--- config.mk ---
export PLATFORM = sky130hd
export DESIGN_NAME = utf8_to_ucs4_stream_decoder
export DESIGN_NICKNAME = d
export VERILOG_FILES = /design/src/rtl/u8dec_pkg.sv /design/src/rtl/utf8_to_ucs4_stream_decoder.sv /design/src/rtl/u8dec_seq.sv /design/src/rtl/u8dec_dp.sv
export SDC_FILE = /design/constraint.sdc
export NUM_CORES = 1
export LEC_CHECK = 0
export ABC_AREA = 1
export ABC_CLOCK_PERIOD_IN_PS = 4700
export BUFFER_PORTS_ARGS = -buffer_cell sky130_fd_sc_hd__buf_2
export CELL_PAD_IN_SITES_DETAIL_PLACEMENT = 0
export CELL_PAD_IN_SITES_GLOBAL_PLACEMENT = 1
export CORE_ASPECT_RATIO = 2
export CORE_MARGIN = 4
export CORE_UTILIZATION = 25
export DETAILED_ROUTE_END_ITERATION = 16
export HOLD_SLACK_MARGIN = 0.08
export PLACE_DENSITY = 0.59
export SLEW_MARGIN = 30
export SYNTH_ARGS = -nofsm -noshare
export SYNTH_HDL_FRONTEND = slang
export SYNTH_SLANG_ARGS = --single-unit
--- constraint.sdc ---
create_clock -name clk_i -period 4.7 [get_ports clk_i]
set_clock_uncertainty 0.1 [all_clocks]
set_input_delay 0.94 -clock clk_i [delete_from_list [all_inputs] [get_ports clk_i]]
set_output_delay 0.94 -clock clk_i [all_outputs]
set_load 0.05 [all_outputs]
--- src/rtl/u8dec_pkg.sv ---
`timescale 1ns / 1ps
package u8dec_pkg;

  localparam int unsigned StepW = 5;
  typedef logic [StepW-1:0] step_t;

  // Source of the result loaded into the output register
  typedef enum logic [2:0] {
    E_NONE = 3'd0,
    E_LEAD = 3'd1,
    E_HELD = 3'd2,
    E_BYTE = 3'd3,
    E_ACC  = 3'd4,
    E_BARE = 3'd5
  } emit_e;

  // How final_res is set on an emitted result
  typedef enum logic [1:0] {
    FN_ZERO  = 2'd0,
    FN_END   = 2'd1,
    FN_FLUSH = 2'd2
  } fin_e;

  typedef enum logic [2:0] {
    OP_NOP       = 3'd0,
    OP_FETCH     = 3'd1,
    OP_START     = 3'd2,
    OP_HOLD      = 3'd3,
    OP_IDLE      = 3'd4,
    OP_ACC_INIT  = 3'd5,
    OP_ACC_SHIFT = 3'd6,
    OP_IDX_INC   = 3'd7
  } op_e;

  typedef enum logic [3:0] {
    C_NEXT     = 4'd0,
    C_ALWAYS   = 4'd1,
    C_NOT_PEND = 4'd2,
    C_ASM      = 4'd3,
    C_HOLD     = 4'd4,
    C_NO_HELD  = 4'd5,
    C_MORE     = 4'd6,
    C_BRK      = 4'd7,
    C_ZE       = 4'd8,
    C_LEAD_OK  = 4'd9
  } cond_e;

  typedef struct packed {
    emit_e emit;
    fin_e  fin;
    op_e   op;
    cond_e cond;
    step_t target;
  } ctrl_t;

  typedef struct packed {
    logic in_valid;
    logic can_emit;
    logic not_pend;
    logic asm_ok;
    logic hold;
    logic no_held;
    logic more;
    logic brk;
    logic ze;
    logic lead_ok;
  } status_t;

  localparam step_t S_FETCH      = 5'd0;
  localparam step_t S_DISP       = 5'd1;
  localparam step_t S_DISP_ASM   = 5'd2;
  localparam step_t S_DISP_HOLD  = 5'd3;
  localparam step_t S_FL_LEAD    = 5'd4;
  localparam step_t S_FL_HELD    = 5'd5;
  localparam step_t S_FL_END     = 5'd6;
  localparam step_t S_BAD_BYTE   = 5'd7;
  localparam step_t S_AFTER_BRK  = 5'd8;
  localparam step_t S_FRESH      = 5'd9;
  localparam step_t S_FRESH_LEAD = 5'd10;
  localparam step_t S_RAW        = 5'd11;
  localparam step_t S_START      = 5'd12;
  localparam step_t S_BARE       = 5'd13;
  localparam step_t S_ASM        = 5'd14;
  localparam step_t S_ASM_SHIFT  = 5'd15;
  localparam step_t S_ASM_EMIT   = 5'd16;
  localparam step_t S_HOLD       = 5'd17;

  function automatic ctrl_t uw(input emit_e e, input fin_e f, input op_e o,
                               input cond_e c, input step_t t);
    ctrl_t w;
    w.emit   = e;
    w.fin    = f;
    w.op     = o;
    w.cond   = c;
    w.target = t;
    return w;
  endfunction

  // Microprogram: one control word per step
  function automatic ctrl_t ucode(input step_t a);
    ctrl_t w;
    w = uw(E_NONE, FN_ZERO, OP_NOP, C_ALWAYS, S_FETCH);
    unique case (a)
      S_FETCH:      w = uw(E_NONE, FN_ZERO,  OP_FETCH,     C_NEXT,     S_FETCH);
      S_DISP:       w = uw(E_NONE, FN_ZERO,  OP_NOP,       C_NOT_PEND, S_FRESH);
      S_DISP_ASM:   w = uw(E_NONE, FN_ZERO,  OP_NOP,       C_ASM,      S_ASM);
      S_DISP_HOLD:  w = uw(E_NONE, FN_ZERO,  OP_NOP,       C_HOLD,     S_HOLD);
      S_FL_LEAD:    w = uw(E_LEAD, FN_FLUSH, OP_NOP,       C_NO_HELD,  S_FL_END);
      S_FL_HELD:    w = uw(E_HELD, FN_FLUSH, OP_IDX_INC,   C_MORE,     S_FL_HELD);
      S_FL_END:     w = uw(E_NONE, FN_ZERO,  OP_IDLE,      C_BRK,      S_AFTER_BRK);
      S_BAD_BYTE:   w = uw(E_BYTE, FN_END,   OP_NOP,       C_ALWAYS,   S_FETCH);
      S_AFTER_BRK:  w = uw(E_NONE, FN_ZERO,  OP_NOP,       C_ZE,       S_FETCH);
      S_FRESH:      w = uw(E_NONE, FN_ZERO,  OP_NOP,       C_ZE,       S_BARE);
      S_FRESH_LEAD: w = uw(E_NONE, FN_ZERO,  OP_NOP,       C_LEAD_OK,  S_START);
      S_RAW:        w = uw(E_BYTE, FN_END,   OP_NOP,       C_ALWAYS,   S_FETCH);
      S_START:      w = uw(E_NONE, FN_ZERO,  OP_START,     C_ALWAYS,   S_FETCH);
      S_BARE:       w = uw(E_BARE, FN_END,   OP_NOP,       C_ALWAYS,   S_FETCH);
      S_ASM:        w = uw(E_NONE, FN_ZERO,  OP_ACC_INIT,  C_NO_HELD,  S_ASM_EMIT);
      S_ASM_SHIFT:  w = uw(E_NONE, FN_ZERO,  OP_ACC_SHIFT, C_MORE,     S_ASM_SHIFT);
      S_ASM_EMIT:   w = uw(E_ACC,  FN_END,   OP_IDLE,      C_ALWAYS,   S_FETCH);
      S_HOLD:       w = uw(E_NONE, FN_ZERO,  OP_HOLD,      C_ALWAYS,   S_FETCH);
      default:      w = uw(E_NONE, FN_ZERO,  OP_NOP,       C_ALWAYS,   S_FETCH);
    endcase
    return w;
  endfunction

endpackage

--- src/rtl/utf8_to_ucs4_stream_decoder.sv ---
`timescale 1ns / 1ps
// Channel   Handshake               Payload
// input     in_valid_i / in_stall_o  byte_in_i[7:0], end_of_text_i
// output    out_valid_o / out_stall_i code_point_o[30:0], has_char_o, final_res_o
// config    cfg_we_i                cfg_wdata_i (zero_ends_text)
//
// One byte is in work at a time: after a byte is fetched, the microprogram holds
// it, starts a sequence, emits it directly, emits a bare end marker, assembles a
// character from the held bytes, or flushes the held bytes of a broken sequence,
// before the next byte is taken.
// An output stall holds the microprogram only on steps that emit. The output register lets the
// next byte be taken while the last result still waits.
// Reset clears the sequence state and sets zero_ends_text to 1.
module utf8_to_ucs4_stream_decoder (
  input  logic        clk_i,
  input  logic        rst_ni,
  input  logic        cfg_we_i,
  input  logic        cfg_wdata_i,
  input  logic        in_valid_i,
  output logic        in_stall_o,
  input  logic [7:0]  byte_in_i,
  input  logic        end_of_text_i,
  output logic        out_valid_o,
  input  logic        out_stall_i,
  output logic [30:0] code_point_o,
  output logic        has_char_o,
  output logic        final_res_o
);

  u8dec_pkg::ctrl_t   ctrl;
  u8dec_pkg::status_t st;
  logic               exec;

  u8dec_seq u_seq (
    .clk_i  (clk_i),
    .rst_ni (rst_ni),
    .st_i   (st),
    .ctrl_o (ctrl),
    .exec_o (exec)
  );

  u8dec_dp u_dp (
    .clk_i         (clk_i),
    .rst_ni        (rst_ni),
    .cfg_we_i      (cfg_we_i),
    .cfg_wdata_i   (cfg_wdata_i),
    .in_valid_i    (in_valid_i),
    .byte_in_i     (byte_in_i),
    .end_of_text_i (end_of_text_i),
    .out_stall_i   (out_stall_i),
    .ctrl_i        (ctrl),
    .exec_i        (exec),
    .st_o          (st),
    .out_valid_o   (out_valid_o),
    .code_point_o  (code_point_o),
    .has_char_o    (has_char_o),
    .final_res_o   (final_res_o)
  );

  // Take a transfer only on the fetch step
  assign in_stall_o = ctrl.op != u8dec_pkg::OP_FETCH;

endmodule

--- src/rtl/u8dec_seq.sv ---
`timescale 1ns / 1ps
module u8dec_seq (
  input  logic               clk_i,
  input  logic               rst_ni,
  input  u8dec_pkg::status_t st_i,
  output u8dec_pkg::ctrl_t   ctrl_o,
  output logic               exec_o
);

  u8dec_pkg::step_t step_q, step_d;
  u8dec_pkg::ctrl_t uw;
  logic             jump;

  assign uw = u8dec_pkg::ucode(step_q);

  always_comb begin
    unique case (uw.cond)
      u8dec_pkg::C_NEXT:     jump = 1'b0;
      u8dec_pkg::C_ALWAYS:   jump = 1'b1;
      u8dec_pkg::C_NOT_PEND: jump = st_i.not_pend;
      u8dec_pkg::C_ASM:      jump = st_i.asm_ok;
      u8dec_pkg::C_HOLD:     jump = st_i.hold;
      u8dec_pkg::C_NO_HELD:  jump = st_i.no_held;
      u8dec_pkg::C_MORE:     jump = st_i.more;
      u8dec_pkg::C_BRK:      jump = st_i.brk;
      u8dec_pkg::C_ZE:       jump = st_i.ze;
      u8dec_pkg::C_LEAD_OK:  jump = st_i.lead_ok;
      default:               jump = 1'b1;
    endcase
  end

  // Hold the step until its transfer can happen
  always_comb begin
    if (uw.op == u8dec_pkg::OP_FETCH) begin
      exec_o = st_i.in_valid;
    end else begin
      exec_o = (uw.emit == u8dec_pkg::E_NONE) || st_i.can_emit;
    end
    step_d = step_q;
    if (exec_o) begin
      step_d = jump ? uw.target : u8dec_pkg::step_t'(step_q + 1'b1);
    end
  end

  always_ff @(posedge clk_i or negedge rst_ni) begin
    if (!rst_ni) begin
      step_q <= u8dec_pkg::S_FETCH;
    end else begin
      step_q <= step_d;
    end
  end

  assign ctrl_o = uw;

endmodule

--- src/rtl/u8dec_dp.sv ---
`timescale 1ns / 1ps
module u8dec_dp (
  input  logic               clk_i,
  input  logic               rst_ni,
  input  logic               cfg_we_i,
  input  logic               cfg_wdata_i,
  input  logic               in_valid_i,
  input  logic [7:0]         byte_in_i,
  input  logic               end_of_text_i,
  input  logic               out_stall_i,
  input  u8dec_pkg::ctrl_t   ctrl_i,
  input  logic               exec_i,
  output u8dec_pkg::status_t st_o,
  output logic               out_valid_o,
  output logic [30:0]        code_point_o,
  output logic               has_char_o,
  output logic               final_res_o
);

  localparam int unsigned HeldDepth = 5;

  function automatic logic [2:0] lead_len(input logic [7:0] b);
    logic [2:0] r;
    priority if ((b & 8'hE0) == 8'hC0) r = 3'd2;
    else if ((b & 8'hF0) == 8'hE0)     r = 3'd3;
    else if ((b & 8'hF8) == 8'hF0)     r = 3'd4;
    else if ((b & 8'hFC) == 8'hF8)     r = 3'd5;
    else                               r = 3'd6;
    return r;
  endfunction

  function automatic logic overlong(input logic [7:0] lead, input logic [2:0] len,
                                    input logic [5:0] c1);
    logic r;
    unique case (len)
      3'd2:    r = lead < 8'hC2;
      3'd3:    r = (c1 < 6'h20) && (lead < 8'hE1);
      3'd4:    r = (c1 < 6'h10) && (lead < 8'hF1);
      3'd5:    r = (c1 < 6'h08) && (lead < 8'hF9);
      default: r = (c1 < 6'h04) && (lead < 8'hFD);
    endcase
    return r;
  endfunction

  logic        ze_cfg_q;
  logic [7:0]  lead_q, lead_d;
  logic [2:0]  cnt_q, cnt_d;
  logic [2:0]  len_q, len_d;
  logic [5:0]  held_q [HeldDepth];
  logic [2:0]  idx_q;
  logic [30:0] acc_q;
  logic [7:0]  b_q;
  logic        end_q, ze_q, pend_q, brk_q, asm_q, hold_q, lead_ok_q;

  logic        out_valid_q;
  logic [30:0] out_cp_q;
  logic        out_has_q, out_fin_q;

  // Classify the incoming byte against the pending sequence
  logic       zero_end, is_cont, pend, comp, ovl, brk, asm_ok, hold, lead_ok;
  logic [5:0] c1;

  always_comb begin
    zero_end = ze_cfg_q && (byte_in_i == 8'h00);
    is_cont  = (byte_in_i & 8'hC0) == 8'h80;
    pend     = len_q != 3'd0;
    comp     = ({1'b0, cnt_q} + 4'd2) >= {1'b0, len_q};
    c1       = (cnt_q != 3'd0) ? held_q[0] : byte_in_i[5:0];
    ovl      = overlong(lead_q, len_q, c1);
    brk      = pend && (zero_end || !is_cont);
    asm_ok   = pend && !brk && comp && !ovl;
    hold     = pend && !brk && !comp && !end_of_text_i;
    lead_ok  = (byte_in_i >= 8'hC0) && (byte_in_i <= 8'hFD) && !end_of_text_i;
  end

  logic more, no_held, can_emit;
  assign more     = ({1'b0, idx_q} + 4'd1) < {1'b0, cnt_q};
  assign no_held  = cnt_q == 3'd0;
  assign can_emit = !out_valid_q || !out_stall_i;

  always_comb begin
    st_o.in_valid = in_valid_i;
    st_o.can_emit = can_emit;
    st_o.not_pend = !pend_q;
    st_o.asm_ok   = asm_q;
    st_o.hold     = hold_q;
    st_o.no_held  = no_held;
    st_o.more     = more;
    st_o.brk      = brk_q;
    st_o.ze       = ze_q;
    st_o.lead_ok  = lead_ok_q;
  end

  always_ff @(posedge clk_i or negedge rst_ni) begin
    if (!rst_ni) begin
      ze_cfg_q <= 1'b1;
    end else if (cfg_we_i) begin
      ze_cfg_q <= cfg_wdata_i;
    end
  end

  // Sequence state
  always_comb begin
    lead_d = lead_q;
    cnt_d  = cnt_q;
    len_d  = len_q;
    if (exec_i) begin
      unique case (ctrl_i.op)
        u8dec_pkg::OP_START: begin
          lead_d = b_q;
          cnt_d  = 3'd0;
          len_d  = lead_len(b_q);
        end
        u8dec_pkg::OP_HOLD: begin
          cnt_d = cnt_q + 3'd1;
        end
        u8dec_pkg::OP_IDLE: begin
          lead_d = 8'h00;
          cnt_d  = 3'd0;
          len_d  = 3'd0;
        end
        default: begin
        end
      endcase
    end
  end

  always_ff @(posedge clk_i or negedge rst_ni) begin
    if (!rst_ni) begin
      lead_q <= 8'h00;
      cnt_q  <= 3'd0;
      len_q  <= 3'd0;
    end else begin
      lead_q <= lead_d;
      cnt_q  <= cnt_d;
      len_q  <= len_d;
    end
  end

  // Working registers
  always_ff @(posedge clk_i) begin
    if (exec_i) begin
      unique case (ctrl_i.op)
        u8dec_pkg::OP_FETCH: begin
          b_q       <= byte_in_i;
          end_q     <= end_of_text_i || zero_end;
          ze_q      <= zero_end;
          pend_q    <= pend;
          brk_q     <= brk;
          asm_q     <= asm_ok;
          hold_q    <= hold;
          lead_ok_q <= lead_ok;
          idx_q     <= 3'd0;
        end
        u8dec_pkg::OP_HOLD: begin
          held_q[cnt_q] <= b_q[5:0];
        end
        u8dec_pkg::OP_ACC_INIT: begin
          acc_q <= {23'd0, lead_q & (8'h7F >> len_q)};
          idx_q <= 3'd0;
        end
        u8dec_pkg::OP_ACC_SHIFT: begin
          acc_q <= {acc_q[24:0], held_q[idx_q]};
          idx_q <= idx_q + 3'd1;
        end
        u8dec_pkg::OP_IDX_INC: begin
          idx_q <= idx_q + 3'd1;
        end
        default: begin
        end
      endcase
    end
  end

  // Output register
  logic        emit_now;
  logic [30:0] emit_cp;
  logic        emit_has, emit_fin;

  assign emit_now = exec_i && (ctrl_i.emit != u8dec_pkg::E_NONE);

  always_comb begin
    emit_has = 1'b1;
    unique case (ctrl_i.emit)
      u8dec_pkg::E_LEAD: emit_cp = {23'd0, lead_q};
      u8dec_pkg::E_HELD: emit_cp = {23'd0, 2'b10, held_q[idx_q]};
      u8dec_pkg::E_BYTE: emit_cp = {23'd0, b_q};
      u8dec_pkg::E_ACC:  emit_cp = {acc_q[24:0], b_q[5:0]};
      default: begin
        emit_cp  = 31'd0;
        emit_has = 1'b0;
      end
    endcase
    unique case (ctrl_i.fin)
      u8dec_pkg::FN_END:   emit_fin = end_q;
      u8dec_pkg::FN_FLUSH: emit_fin = ze_q &&
                                      ((ctrl_i.emit == u8dec_pkg::E_LEAD) ? no_held : !more);
      default:             emit_fin = 1'b0;
    endcase
  end

  always_ff @(posedge clk_i or negedge rst_ni) begin
    if (!rst_ni) begin
      out_valid_q <= 1'b0;
    end else if (emit_now) begin
      out_valid_q <= 1'b1;
    end else if (!out_stall_i) begin
      out_valid_q <= 1'b0;
    end
  end

  always_ff @(posedge clk_i) begin
    if (emit_now) begin
      out_cp_q  <= emit_cp;
      out_has_q <= emit_has;
      out_fin_q <= emit_fin;
    end
  end

  assign out_valid_o  = out_valid_q;
  assign code_point_o = out_cp_q;
  assign has_char_o   = out_has_q;
  assign final_res_o  = out_fin_q;

endmodule
==> reports/metrics.csv <==
stage,metric,value,unit
placed_design,pre_cts_ws,1.216,ns
setup_path,startpoint_type,flop,
sta,maxSlewHeadroom,0.4520,
yosys,synth_area,0.006399,mm^2
sta,finalSetupTns,0,ns
placed_design,dp_cells,1003,
final_layout,n_antenna_cell,0,
detailed_routing,ant_nets,0,
job,maxCapViolations,0,
sta,hold_violations,0,
detailed_routing,via_per_inst,4.356,
sta,setup_viol,0,
sta,min_period,3.521,ns
yosys,synthCells,630,
clock_network,root_buffer,clkbuf_16,
detailed_routing,dr.pass1.iters,4,
floorplanning,start_util,0.2546,
setup_path,cp_max_fo,28,
global_route,grt_max_degree,34,
floorplanning,fp-row-count,82,
yosys,synth_edf_count,106,
detailed_routing,drc,0,
setup_path,timing.critical_path.arrival,2.48,ns
yosys,synthFlopType,edfxtp_1,
yosys,avgSynthCellArea,10.16,um^2
floorplanning,fp.coreArea,0.02514,mm^2
clock_network,clkSinkCount,130,
clock_network,clk_pin_slew_worst_paths,0.06,ns
global_route,grt_usage,0.1262,
global_route,grt_pass1_vias,4660,
clock_network,cts_hold_buf,0,
detailed_routing,wl_per_cell,16.58,um
yosys,yosysSeqAreaShare,0.5892,
yosys,synth_area_leaders,"edfxtp_1 50%, dfrtp_1 7.8%, nand2_1 5.7%",
detailed_routing,drt_iter0_markers,232,
yosys,yosysWarnings,0,
sta,maxSlewViolCount,0,
floorplanning,die_w,121.1,um
setup_path,worstSetupPathType,reg2out,
yosys,synth_common_cells,"106 x edfxtp_1, 97 x nand2_1, 91 x inv_1",
placed_design,io_buffers,49,
yosys,yosysMostFrequentCell,edfxtp_1,
floorplanning,die_y,234.3,um
final_layout,drive_above_1_share,0.1817,
detailed_routing,wirelength,17.16,mm
clock_network,postCtsResizedCells,0,
clock_network,cts_tree,built,
yosys,synth-seq-cells,130,
floorplanning,die-area,0.02837,mm^2
floorplanning,ios,50,
placed_design,hpwl,13.27,mm
sta,tightest_slew,0.8158,ns
clock_network,postCtsSetupBuffers,0,
yosys,async_flop_share,0.1615,
final_layout,areaGrowthSynthToFinish,18.17,%
global_route,overflow,0,
yosys,synth_largest_area_cell,edfxtp_1,
yosys,synth_top_cell_area_share,0.4975,
clock_network,cts_inserted_buffers,17,
sta,max_freq,0.2840,GHz
global_route,antenna_found_initial,0,
sta,finalWorstSetupSlack,1.179,ns
sta,finalCritPeriodShare,0.7491,
worst_hold_path,hold_path_class,in2async,
clock_network,cts_buffer_depth,2,
placed_design,place_congestion,0.7859,
final_layout,fin_nets,723,
setup_path,end_kind,output port,
clock_network,clock_latency,0.43,ns
detailed_routing,num_vias,4508,
yosys,ys_types,51,
setup_path,required,3.66,ns
yosys,syn_nets,667,
final_layout,finalNonFillerCells,1035,
global_route,grt_pass1_wl,26.12,mm
clock_network,htreeDepth,4,
status,status,"finished, final reports clean",
sta,rsz0062_at_grt,false,
layout by cell type, fill, tap and decap left out, types with 3 or more instances in the layout:
master / instances
buf_2: 49
o21ai_0: 34
edfxtp_1: 106
o221ai_1: 7
o21ai_1: 10
inv_8: 5
nand2_2: 5
dfxtp_1: 3
nor2_2: 5
nand3_1: 44
dfrtp_1: 20
clkbuf_16: 17
nor2_1: 78
inv_1: 90
xor2_1: 3
o21ai_2: 9
nor3_1: 11
inv_6: 6
o211ai_1: 3
a21oi_1: 15
inv_2: 7
buf_4: 3
ha_1: 21
o32ai_1: 3
mux2i_1: 7
nand4_1: 5
nor4_1: 3
nand2_1: 97
nand3_2: 4
flip-flops by register name, summed over array words and instances (netlist names), 3 cells and up, named ones only:
name / count
u_dp.b_q: 8
u_dp.cnt_q: 3
u_seq.step_q: 5
u_dp.len_q: 3
u_dp.idx_q: 3
u_dp.lead_q: 8
u_dp.held_q: 30
u_dp.code_point_o: 31
u_dp.acc_q: 25
per-layer routing:
| layer | vias to the layer above | global-route usage | share of wire |
|---|---|---|---|
| met4 | 0 | 0.06489 | 0.035 |
| li1 | 2247 | - | - |
| met5 | - | 0 | 0 |
| met3 | 35 | 0.02559 | 0.025 |
| met1 | 2134 | 0.1100 | 0.34 |
| met2 | 92 | 0.2598 | 0.60 |
layout make-up:
class                           count  area (um^2)
Fill cell                        2588        17580
Sequential cell                   130         3770
Multi-Input combinational cell    387         2167
Clock buffer                       17        425.4
Tap cell                          336        420.4
Inverter                           98        372.9
Timing Repair Buffer               52        267.8
Clock inverter                     15        137.6
worst paths after layout:
check | from | to | slack, ns | depth (start not counted)
max in group asynchronous | rst_ni | u_dp.len_q[0] | 3.72 | 1
min in group clk_i | u_dp.acc_q[20] | u_dp.code_point_o[26] | 0.45 | 2
hold / removal | rst_ni | u_seq.step_q[0] | 0.40 | 1
hold reg to reg | u_dp.acc_q[20] | u_dp.code_point_o[26] | 0.45 | 2
setup / recovery | u_seq.step_q[0] | in_stall_o | 1.18 | 7
setup reg to reg | u_seq.step_q[0] | u_dp.held_q[3][1] | 1.29 | 11
critical path, stage by stage, from the launching register on:
cell     delay [ns]
dfrtp_1        0.46
inv_1          0.17
ha_1           0.23
nand3_2        0.49
o21ai_4        0.30
nor2_4         0.06
inv_2          0.06
buf_2          0.28
cell families (layout without fill, tap and decap cells):
kind of cell,after synthesis,after routing,share of synthesized area
flops,130,130,0.5892
simple gates,260,260,0.1830
mux,8,8,0.01271
xor+xnor,3,3,0.004107
compound gates,94,94,0.09269
buf+inv,113,182,0.07411
fa+ha+maj,22,22,0.04419
through the flow:
stage / area [um^2] / hold slack (ns) / util
after floorplan: 6399 / 0.3750 / -
after global placement: 6998 / 0.4292 / 0.2784
after detailed placement: 6998 / 0.4348 / 0.2784
after CTS: 7561 / 0.4090 / 0.3008
after global routing: 7561 / 0.4218 / 0.3008
final: 7561 / 0.4045 / 0.3008
Power is left out: the tool's default activity adds up to more than one toggle a clock period on the data nets, which glitch-free logic cannot reach.
